## src/hdl/lobm_pkg.sv

```systemverilog
// shared types, constants and result codes for the order matcher
`default_nettype none
package lobm_pkg;
    localparam int SLOTS_DEF      = 32;
    localparam int PRICE_BITS_DEF = 16;
    localparam int QTY_BITS_DEF   = 20;
    localparam int ID_BITS        = 16;
    localparam int KIND_BITS      = 3;
    localparam int AGE_BITS       = 32;

    typedef enum logic [KIND_BITS-1:0] {
        KIND_FILL      = 3'd0,
        KIND_RESTED    = 3'd1,
        KIND_FILLED    = 3'd2,
        KIND_REJECTED  = 3'd3,
        KIND_CANCELLED = 3'd4,
        KIND_NOT_FOUND = 3'd5
    } kind_t;

    typedef enum logic [3:0] {
        ST_IDLE,
        ST_SCAN,
        ST_SCAN_WAIT,
        ST_DECIDE,
        ST_OUT_WAIT
    } state_t;

    // controller to datapath
    typedef struct packed {
        logic load;        // capture the incoming item
        logic scan_start;  // clear search results, start at slot 0
        logic scan_step;   // evaluate current slot, advance
        logic do_fill;     // apply a fill to the best slot, emit fill result
        logic do_cancel;   // free the hit slot, emit cancel result
        logic do_final;    // rest or reject remainder, emit final result
        logic out_pop;     // output register taken
    } dp_cmd_t;

    // datapath to controller
    typedef struct packed {
        logic is_cancel;
        logic scan_done;
        logic found;
        logic qty_zero;
        logic out_full;
        logic fills_max;
    } dp_stat_t;
endpackage
`default_nettype wire

```

## src/hdl/lobm_ctrl.sv

```systemverilog
// controller state machine sequencing scans, fills and final results
`default_nettype none
module lobm_ctrl (
    input  wire logic               clk,
    input  wire logic               rst_n,
    input  wire logic               in_valid,
    output logic                    in_ready,
    output lobm_pkg::dp_cmd_t       cmd,
    input  wire lobm_pkg::dp_stat_t stat,
    input  wire logic               out_ready
);
    import lobm_pkg::*;

    state_t state_reg, state_next;

    always_ff @(posedge clk or negedge rst_n)
    begin
        if (!rst_n)
            state_reg <= ST_IDLE;
        else
            state_reg <= state_next;
    end

    always_comb
    begin
        state_next = state_reg;
        cmd        = '0;
        in_ready   = 1'b0;
        cmd.out_pop = stat.out_full && out_ready;
        unique case (state_reg)
            ST_IDLE:
            begin
                in_ready = 1'b1;
                if (in_valid)
                begin
                    cmd.load   = 1'b1;
                    state_next = ST_SCAN;
                end
            end
            ST_SCAN:
            begin
                cmd.scan_start = 1'b1;
                state_next     = ST_SCAN_WAIT;
            end
            ST_SCAN_WAIT:
            begin
                if (stat.scan_done)
                    state_next = ST_DECIDE;
                else
                    cmd.scan_step = 1'b1;
            end
            ST_DECIDE:
            begin
                // output register must be free, or taken in the same cycle, before a result is written
                if (!stat.out_full || out_ready)
                begin
                    if (stat.is_cancel)
                    begin
                        cmd.do_cancel = 1'b1;
                        state_next    = ST_OUT_WAIT;
                    end
                    else if (!stat.qty_zero && stat.found && !stat.fills_max)
                    begin
                        cmd.do_fill = 1'b1;
                        state_next  = ST_SCAN;
                    end
                    else
                    begin
                        cmd.do_final = 1'b1;
                        state_next   = ST_OUT_WAIT;
                    end
                end
            end
            ST_OUT_WAIT:
            begin
                in_ready = !stat.out_full || out_ready;
                if (in_valid && in_ready)
                begin
                    cmd.load   = 1'b1;
                    state_next = ST_SCAN;
                end
                else
                    state_next = ST_IDLE;
            end
            default: state_next = ST_IDLE;
        endcase
    end
endmodule
`default_nettype wire

```

## config.mk

```make
export PLATFORM = sky130hd
export DESIGN_NAME = lobm_ctrl
export DESIGN_NICKNAME = d
export VERILOG_FILES = /design/src/hdl/lobm_pkg.sv /design/src/hdl/lobm_ctrl.sv
export SDC_FILE = /design/constraint.sdc
export NUM_CORES = 1
export LEC_CHECK = 0
export BUFFER_PORTS_ARGS = -buffer_cell sky130_fd_sc_hd__buf_2
export CAP_MARGIN = 20
export CORE_AREA = 2 2 39 41
export CTS_CLUSTER_DIAMETER = 150
export DETAILED_ROUTE_END_ITERATION = 10
export DIE_AREA = 0 0 41 43
export PLACE_DENSITY = 0.45
export SETUP_SLACK_MARGIN = 0.05
export SLEW_MARGIN = 10
export SYNTH_ARGS = -nofsm -noshare
export SYNTH_HDL_FRONTEND = slang
export SYNTH_SLANG_ARGS = --single-unit
```

## constraint.sdc

```tcl
create_clock -name clk -period 1.65 [get_ports clk]
set_input_delay 0.2475 -clock clk [delete_from_list [all_inputs] [get_ports clk]]
set_output_delay 0.2475 -clock clk [all_outputs]
set_load 0.05 [all_outputs]
```

[After elaboration in Yosys (flattened, before gate mapping)]
Cells that the tools add are included.
Word-level totals
  output and inout port bits: 8
  register bits: 4
Operators by class
  muxes and demuxes: 21
  reduce and logical (&&, ||, !) cells: 10
  eq/ne operators: 7
Operator list (count)
  $pmux W4 S5: 1
  $mux W3: 4
  $mux W4: 3
  $mux W1: 11
  $eq A4 B2 Y1 const B: 2
  $ne A2 B2 Y1 const B: 3
  $eq A4 B1 Y1 const B: 1
  $eq A4 B3 Y1 const B: 1
  $logic_and A1 B1 Y1: 4
  $logic_not A4 Y1: 1
  $pmux W1 S2: 2
  $logic_not A1 Y1: 3
  $reduce_and A3 Y1: 1
  $logic_or A1 B1 Y1: 1

[Depth between registers and ports, before layout]
Gate-level depths: netlist (run 1).
  depth after elaboration: 7
  mapped depth: 4

[Worst setup path before layout (run 1)]
OpenSTA, ideal clock, no wires.
  path kind: register to output
  start: reg state_reg[0]
  end: out cmd[6] (netlist name)
  required time: 1.402 ns
  path slack: -0.864 ns
  arrival time: 2.266 ns
  buffers on the path: 1
  cell stages (with the launch flop): 4
  cells stage by stage: dfrtp_1 > buf_2 > a211oi_1 > and2_1
RTL lines
  start, declared: RTL line lobm_ctrl.sv:14  | state_t state_reg, state_next;
  start signal, assigned: RTL line lobm_ctrl.sv:21  | state_reg <= state_next;
  end, declared: RTL line lobm_ctrl.sv:8  | output lobm_pkg::dp_cmd_t cmd,

==> results of run 1 <==
## area by class of cell
| cell class | count | share of cell area |
|---|---|---|
| Timing Repair Buffer | 24 | 0.358 |
| Clock buffer | 4 | 0.0498 |
| Inverter | 1 | 0.00711 |
| Sequential cell | 3 | 0.145 |
| Tap cell | 16 | 0.0379 |
| Multi-Input combinational cell | 25 | 0.403 |
## critical path, delay by kind of cell (launching register included)
kind	cells	cell delay, ps
AO/OA/AOI/OAI	1	170
buffers and inverters	1	180
flip-flops	1	390
AND/OR/NAND/NOR	2	570
## worst max path at each step
| stage | endpoint | slack, ps | depth (start not counted) | start |
|---|---|---|---|---|
| after global routing | cmd[1] | -210 | 4 | state_reg[2] |
| after floorplan | cmd[6] | -160 | 2 | state_reg[1] |
| after global placement | cmd[1] | 4 | 4 | state_reg[2] |
| final | cmd[1] | -150 | 4 | state_reg[2] |
| after detailed placement | cmd[1] | 0.8 | 4 | state_reg[2] |
| after CTS | cmd[1] | -160 | 4 | state_reg[2] |
## cell families (layout without fill, tap and decap cells)
| logic type | count (synthesis) | after routing |
|---|---|---|
| compound gates | 9 | 9 |
| buf+inv | 2 | 29 |
| flops | 3 | 3 |
| simple gates | 16 | 16 |
## cell usage in the layout, fill, tap and decap left out, types with 2 or more instances in the layout
cell type	count
sky130_fd_sc_hd__buf_8	2
sky130_fd_sc_hd__buf_4	5
sky130_fd_sc_hd__buf_6	5
sky130_fd_sc_hd__nor2_4	2
sky130_fd_sc_hd__dfrtp_1	2
sky130_fd_sc_hd__clkbuf_4	3
sky130_fd_sc_hd__buf_2	11
sky130_fd_sc_hd__nor2_1	2
sky130_fd_sc_hd__a21oi_1	3
sky130_fd_sc_hd__a211oi_4	2
sky130_fd_sc_hd__nor2b_1	2
## through the flow
step	std cells	setup WS [ps]	util
detailed placement	67	0.795	0.313
floorplan	30	-157	-
global placement	67	4.50	0.313
CTS	72	-162	0.362
global route	73	-209	0.382
finish	73	-150	0.382
## power by group through the flow
stage	sequential, mW	clock [mW]	combinational (mW)
6_report	0.132	0.137	0.705
5_1_grt	0.138	0.150	0.746
4_1_cts	0.133	0.144	0.645
3_5_place_dp	0.134	0	0.606
3_3_place_gp	0.134	0	0.607
2_1_floorplan	0.160	0	0.417
## layer usage
metal	GRT usage	wire, um	vias to the layer above
met5	0	0	-
met4	0.0800	14	0
met3	0.0785	52	2
met2	0.144	325	14
met1	0.123	318	141
li1	-	-	160
## what timing repair did
item                       4_1_cts  5_1_grt
cloned                           0        0
gates resized for setup         10        8
pin swaps                        2        3
setup buffers                    0        2
setup endpoints to repair        4        5
hold endpoints to repair         3        0
hold buffers                     1        0
==> metrics.cfg, run 1 <==
[worst_hold_path]
hp-class = primary input to asynchronous set/reset pin

[finish]
area_growth_from_synthesis_to_layout_pct = 116
multiInputGateArea_sq_um = 213
ff_latch_area_sq_um = 76.3
post_route_cells_drive_above_1_share = 0.632
final_area_sq_um = 528
final_nets = 68
max_reg_flops = 3
antennaDiodeCount = 0
n_fill_cell = 153

[die]
effective_utilization_at_floorplan = 0.176
die_h_um = 43
core_area_sq_mm = 0.00138
fp.dieW_um = 41
dieArea_sq_mm = 0.00176
top_level_port_count = 18
total_number_of_placement_rows = 14

[synthesis]
ys_seq_area_frac = 0.308
syn_inst = 30
synth_commonest_cells = sky130_fd_sc_hd__nor2_1 (4), sky130_fd_sc_hd__a21oi_1 (3), sky130_fd_sc_hd__dfrtp_1 (3), sky130_fd_sc_hd__and2_1 (2), sky130_fd_sc_hd__nor2b_1 (2)
synth_ff_type = sky130_fd_sc_hd__dfrtp_1
synth.distinct_cells = 21
post_synth_main_area_contributors = sky130_fd_sc_hd__dfrtp_1 (31%), sky130_fd_sc_hd__a21oi_1 (6.2%), sky130_fd_sc_hd__nor2_1 (6.2%)
synth_mux_area_frac = 0
largest_family_of_logic_cells_by_synthesized_area = simple AND/OR/NAND/NOR gates
synth-adder-area-share = 0
synthDominantAreaCellType = sky130_fd_sc_hd__dfrtp_1
synth_compound_area_frac = 0.267
ys_seq_elements = 3
netlist_area_pre_place_sq_um = 244
synth.net_count = 40
synthDominantCellAreaShare = 0.308
synth.yosys.warnings = 0
syn_avg_cell_area_sq_um = 8.13
synth_xor_area_frac = 0
simple_gate_area_share_of_the_yosys_netlist = 0.390
post-synth-top-count-cell = sky130_fd_sc_hd__nor2_1
ys_async_sr_fraction = 1.00
edff_count_synth = 0

[clock_network]
clkLatencyLatePin_ps = 240
numCtsBuffers = 3
tritoncts = yes
worst_setup_hold_path_clk_slew_ps = 40
htreeDepth = 1
cts.path.max_buffers = 2
cts.root.buffer_cell = sky130_fd_sc_hd__clkbuf_4
tritoncts_num_sinks = 3

[setup_path]
crit_path_cell_trace = nand2b_4 > or3b_4 > a211oi_4 > buf_6
critical_path.reg2reg.endpoint = state_reg[0]
r2r_setup_slack_ps = 460
critPathArrivalTime_ps = 1550
cpPeakStageDelay_ps = 430
r2r_start = state_reg[1]
timing.reg2reg.worst_path_depth = 4
end_kind = output pin
worstSetupStartpointType = flip-flop
largest_fanout_of_any_net_on_the_critical_path = 4
criticalPathCategory = flip-flop to output pin
cp.required_ps = 1400
slowest_stage = sky130_fd_sc_hd__or3b_4

[power_and_ir_drop]
proportion_of_total_power_due_to_net_switching = 0.474
power_density_mw_per_mm2 = 1850
vdd.ir_drop.worst_mv = 0.678
p_leak_nw = 0.232
total_switching_power_uw = 462
p_int_uw = 513
combinational_group_share_of_total_power = 0.724
p_total_uw = 974
clock_power_share = 0.141
power.share.sequential = 0.136

[run_status]
outcome = finished with violations
failed_checks = negative setup slack

[placed_design]
dp_area_sq_um = 433
port-buffer-count = 17
place_congestion = 0.620
detailed_place_hpwl_um = 550

[sta]
relSlewSlack = 0.829
grt_setup_unrepaired = yes
hold-worst-slack_ps = 326
final-max-slew-violation-count = 0
final_critical_path_setup_slack_ps = -150
fin_setup_tns_ps = -307
timing.clock.skew_ps = 0.192
tightestPinTransition_ps = 255
fmax_ghz = 0.556
finalSetupViolations = 4
fin_crit_sh = 1.09
period_needed_ps = 1800
number_of_hold_violations_in_the_final_report = 0

[detailed_routing]
drt_drc_violations_left = 0
avgRoutedWirePerCell_um = 9.74
detailroute.via_count = 317
firstDrtPassIters = 2
via_per_inst = 4.34
postRouteWirelength_um = 711
detailedRoute.firstIterationViolations = 1
ant_nets = 0

[global_route]
grt_start_max_net_pins = 10
total_global_routing_track_utilization = 0.112
number_of_antenna_violations_at_the_first_check_in_global_routing = 0
grt_pass1_vias = 322
grt_first_pass_wirelength_um = 1220
grt_overflow = 0

[run]
max_cap_viol_count = 0

Note: power is estimated with default switching activity, not from simulation.
==> run 2, diff against run 1 <==
Settings changed: MAX_ROUTING_LAYER set to met4, SKIP_LAST_GASP set to 1, SLEW_MARGIN 10 to not set.
==> run 2 against run 1 <==
  * First-iteration DRC count fell by 100%
  * Count of clock-buffer cells in the layout stayed put
  * The run still ends with negative setup slack left
  * Combinational power down 2%
==> metrics.cfg, run 2 (synthesized netlist as in run 1, its figures left out) <==
[setup_path]
end_kind = output pin
cp.required_ps = 1400
largest_fanout_of_any_net_on_the_critical_path = 4
cpPeakStageDelay_ps = 430
crit_path_cell_trace = nand2b_4 > or3b_4 > a211oi_4 > buf_6
timing.critical_path.max_delay_family = simple AND/OR/NAND/NOR gates
cp.buffers_inverters = 1
criticalPathCategory = flip-flop to output pin
slowest_stage = sky130_fd_sc_hd__or3b_4
worstSetupStartpointType = flip-flop
critPathArrivalTime_ps = 1550

[sta]
number_of_hold_violations_in_the_final_report = 0
timing.clock.skew_ps = 0.0130
final_critical_path_setup_slack_ps = -150
tightestPinTransition_ps = 255
fmax_ghz = 0.556
fin_crit_sh = 1.09
period_needed_ps = 1800
grt_setup_unrepaired = yes
relSlewSlack = 0.829
final-max-slew-violation-count = 0
finalSetupViolations = 4

[finish]
max_reg_flops = 3
commonest_non_fill_non_tap_cell_in_the_layout = sky130_fd_sc_hd__buf_2
most_frequent_cells_in_the_layout = sky130_fd_sc_hd__buf_2 (12), sky130_fd_sc_hd__buf_4 (5), sky130_fd_sc_hd__buf_6 (4)
post_route_cells_drive_above_1_share = 0.632
antennaDiodeCount = 0
area_growth_from_synthesis_to_layout_pct = 114
post-route-util = 0.377
final_nets = 68
n_fill_cell = 154
ff_latch_area_sq_um = 76.3
multiInputGateArea_sq_um = 213

[global_route]
number_of_antenna_violations_at_the_first_check_in_global_routing = 0
grt_start_max_net_pins = 10
grt_use_met3 = 0.0785
met2_usage = 0.144
grt_overflow = 0
total_global_routing_track_utilization = 0.114
grtUsageMet1 = 0.123
globalRoute.busiestLayer = met2
grt_first_pass_wirelength_um = 1220
grt_pass1_vias = 322

[detailed_routing]
via_per_inst = 4.34
firstDrtPassIters = 1
postRouteWirelength_um = 725
detailroute.via_count = 317
detailedRoute.firstIterationViolations = 0
avgRoutedWirePerCell_um = 9.93
ant_nets = 0
drt_drc_violations_left = 0

[power_and_ir_drop]
p_leak_nw = 0.231
power_density_mw_per_mm2 = 1840
vdd.ir_drop.worst_mv = 0.662
p_total_uw = 960

[placed_design]
port-buffer-count = 17
detailed_place_hpwl_um = 550
place_congestion = 0.625

[clock_network]
htreeDepth = 1
cts.path.max_buffers = 2
cts.root.buffer_cell = sky130_fd_sc_hd__clkbuf_4
tritoncts_num_sinks = 3
worst_setup_hold_path_clk_slew_ps = 40
clkLatencyLatePin_ps = 240
numCtsBuffers = 3
tritoncts = yes

[run_status]
failed_checks = negative setup slack
outcome = finished with violations

[run]
max_cap_viol_count = 0

[die]
core_area_sq_mm = 0.00138
dieArea_sq_mm = 0.00176
fp.dieW_um = 41
top_level_port_count = 18
die_h_um = 43
effective_utilization_at_floorplan = 0.176
total_number_of_placement_rows = 14

[worst_hold_path]
hp-class = primary input to asynchronous set/reset pin

## run 2: final cells by class
cell class                      instances  share of cell area
Inverter                                1             0.00719
Timing Repair Buffer                   24               0.350
Tap cell                               16              0.0384
Multi-Input combinational cell         25               0.408
Sequential cell                         3               0.146
Clock buffer                            4              0.0504
## run 2: repair_timing
action,4_1_cts,5_1_grt
hold endpoints to repair,3,0
pin swaps,2,3
setup endpoints to repair,4,5
buffers inserted,0,2
hold buffers,1,0
gates cloned,0,0
resized for setup,10,5
## run 2: report_power, final
group,leakage (nW),internal [mW],switching [mW]
clock network,0.0150,0.0911,0.0460
registers,0.0359,0.109,0.0238
logic,0.180,0.301,0.390
total,0.231,0.501,0.460
## run 2: path summary, 6_finish.rpt
| path | from | endpoint | slack [ps] | cells after the start |
|---|---|---|---|---|
| max | state_reg[2] | cmd[1] | -150 | 4 |
| min | rst_n | state_reg[0] | 330 | 2 |
| max reg2reg | state_reg[1] | state_reg[0] | 470 | 4 |
| min reg2reg | state_reg[0] | state_reg[1] | 660 | 2 |
| max in group asynchronous | rst_n | state_reg[2] | 1210 | 2 |
| min in group clk | stat[1] | state_reg[1] | 330 | 3 |
## run 2: stage by stage
stage / hold slack (ps) / cell area, sq um / std cells / setup slack, ps / TNS [ps]
2_1_floorplan: -48.1 / 295 / 30 / -157 / -285
3_3_place_gp: 45.0 / 433 / 67 / 4.50 / 0
3_5_place_dp: 46.6 / 433 / 67 / 0.795 / 0
4_1_cts: 319 / 500 / 72 / -162 / -311
5_1_grt: 339 / 522 / 73 / -209 / -555
6_report: 326 / 522 / 73 / -150 / -307
## run 2: metal layers
layer	up-vias	routed length, um	share of wire
met5	-	0	0
met4	0	14	0.019
met3	2	54	0.074
met2	14	333	0.46
met1	140	322	0.44
li1	161	-	-
## run 2: worst reg2reg max path: cells and delay by family (launching register included)
kind            cells  cell delay, ps
flops               1             400
buf+inv             2             280
compound gates      2             440
==> run 3, diff against run 2 <==
Settings changed: ABC_AREA set to 1, PLACE_DENSITY 0.45 to 0.48, RECOVER_POWER set to 25.
==> run 3 against run 2 <==
  * The flow now finishes without violations
  * Register-to-register slack about the same
  * Setup slack improved by 240 ps
  * Power decreased by 9.8%
  * Critical path type unchanged
  * Critical endpoint is now cmd[3]
  * Highest routed layer is now met3
==> metrics.cfg, run 3 <==
[power_and_ir_drop]
p_leak_nw = 0.279
vdd.ir_drop.worst_mv = 0.421
power_density_mw_per_mm2 = 1770

[synthesis]
synth_ff_type = sky130_fd_sc_hd__dfrtp_1
synth_commonest_cells = sky130_fd_sc_hd__inv_1 (10), sky130_fd_sc_hd__nand2_1 (10), sky130_fd_sc_hd__nor2_1 (7)
ys_async_sr_fraction = 1.00
synth.yosys.warnings = 0
post_synth_main_area_contributors = sky130_fd_sc_hd__dfrtp_1 (27%), sky130_fd_sc_hd__inv_1 (13%), sky130_fd_sc_hd__nand2_1 (13%)
synthDominantCellAreaShare = 0.265
netlist_area_pre_place_sq_um = 283
ys_seq_area_frac = 0.265
synth.net_count = 57
ys_seq_elements = 3
synth.distinct_cells = 15
synthDominantAreaCellType = sky130_fd_sc_hd__dfrtp_1
syn_avg_cell_area_sq_um = 6.02
syn_inst = 47
edff_count_synth = 0

[worst_hold_path]
worstHoldStart = stat[5]
hp-class = primary input to flip-flop

[global_route]
grt_first_pass_wirelength_um = 1240
number_of_antenna_violations_at_the_first_check_in_global_routing = 0
grt_overflow = 0
grt_pass1_vias = 338
grt_start_max_net_pins = 5
total_global_routing_track_utilization = 0.104

[finish]
antennaDiodeCount = 0
n_fill_cell = 174
area_growth_from_synthesis_to_layout_pct = 73.5
final_nets = 82
post_route_cells_drive_above_1_share = 0.437
max_reg_flops = 3
commonest_non_fill_non_tap_cell_in_the_layout = sky130_fd_sc_hd__buf_2
most_frequent_cells_in_the_layout = sky130_fd_sc_hd__buf_2 (11), sky130_fd_sc_hd__inv_1 (10), sky130_fd_sc_hd__nand2_1 (9)
final_area_sq_um = 490

[die]
die_h_um = 43
fp.dieW_um = 41
total_number_of_placement_rows = 14
top_level_port_count = 18
dieArea_sq_mm = 0.00176
effective_utilization_at_floorplan = 0.204
core_area_sq_mm = 0.00138

[clock_network]
cts.path.max_buffers = 2
numCtsBuffers = 3
clkLatencyLatePin_ps = 230
tritoncts_num_sinks = 3
htreeDepth = 1
worst_setup_hold_path_clk_slew_ps = 40
cts.root.buffer_cell = sky130_fd_sc_hd__clkbuf_4
tritoncts = yes

[sta]
timing.clock.skew_ps = 1.58
fmax_ghz = 0.639
hold-worst-slack_ps = 348
period_needed_ps = 1560
tightestPinTransition_ps = 240
fin_crit_sh = 0.948
relSlewSlack = 0.839
final-max-slew-violation-count = 0
number_of_hold_violations_in_the_final_report = 0
grt_setup_unrepaired = yes
finalSetupViolations = 0

[detailed_routing]
detailedRoute.firstIterationViolations = 7
ant_nets = 0
drt_drc_violations_left = 0
avgRoutedWirePerCell_um = 8.86
postRouteWirelength_um = 771
via_per_inst = 4.13
detailroute.via_count = 359
firstDrtPassIters = 4

[setup_path]
r2r_start = state_reg[0]
cpPeakStageDelay_ps = 400
cp.required_ps = 1400
largest_fanout_of_any_net_on_the_critical_path = 4
cp-startpoint = state_reg[0]
critPathArrivalTime_ps = 1320
crit_path_cell_trace = nand2_2 > nor2_4 > o21ai_4 > nor4_4 > buf_6
worstSetupStartpointType = flip-flop
criticalPathCategory = flip-flop to output pin
slowest_stage = sky130_fd_sc_hd__dfrtp_1
end_kind = output pin

[placed_design]
port-buffer-count = 17
detailed_place_hpwl_um = 580
place_congestion = 0.690
dp_area_sq_um = 402

[run]
max_cap_viol_count = 0

[run_status]
outcome = completed

-- run 3: what timing repair did --
item	4_1_cts	5_1_grt
hold buffers	1	0
pin swaps	0	1
setup endpoints to repair	3	5
resized for setup	3	9
setup buffers	0	2
hold endpoints to repair	3	0
-- run 3: worst max-delay path: cells and delay by family (launching register included) --
kind,cells,cell delay (ps)
simple gates,3,390
buf+inv,1,190
compound gates,1,100
flops,1,400
-- run 3: cell type report --
class / instances / area [sq um] / share of cell area
Multi-Input combinational cell: 33 / 195 / 0.398
Inverter: 11 / 41.3 / 0.0842
Clock buffer: 4 / 26.3 / 0.0536
Tap cell: 16 / 20.0 / 0.0408
Sequential cell: 3 / 75.1 / 0.153
Timing Repair Buffer: 20 / 133 / 0.270
-- run 3: final timing paths --
kind	to	slack (ps)	cells past startpoint
setup reg to reg	state_reg[1]	470	8
hold reg to reg	state_reg[2]	680	3
min in group asynchronous	state_reg[1]	360	2
hold / removal	state_reg[2]	350	3
max in group asynchronous	state_reg[0]	1140	2
setup / recovery	cmd[3]	90	5
-- run 3: metal layers --
metal / GRT usage / wire length [um] / up-vias
met1: 0.120 / 309 / 154
met2: 0.163 / 405 / 15
met3: 0.0314 / 55 / 0
li1: - / - / 190
met4: 0.0400 / 0 / 0
met5: - / 0 / -
-- run 3: metrics by stage --
stage | worst slack, ps | power [mW] | setup TNS [ps] | std cells | util
floorplan | 55.1 | 0.548 | 0 | 47 | -
global placement | 250 | 0.662 | 0 | 80 | 0.290
detailed placement | 231 | 0.661 | 0 | 80 | 0.290
CTS | 21.3 | 0.805 | 0 | 85 | 0.322
global route | -15.9 | 0.942 | -15.9 | 87 | 0.354
finish | 85.7 | 0.866 | 0 | 87 | 0.354
-- run 3: logic make-up (layout without fill, tap and decap cells) --
| group | count (synthesis) | after routing | share of synthesized area |
|---|---|---|---|
| buffers and inverters | 11 | 35 | 0.146 |
| AO/OA/AOI/OAI | 5 | 5 | 0.111 |
| AND/OR/NAND/NOR | 28 | 28 | 0.478 |
| flip-flops | 3 | 3 | 0.265 |
-- run 3: power breakdown --
part / internal (mW) / switching [mW] / leakage (nW)
sequential: 0.107 / 0.0417 / 0.0380
clock: 0.0905 / 0.0364 / 0.0150
combinational: 0.191 / 0.399 / 0.226
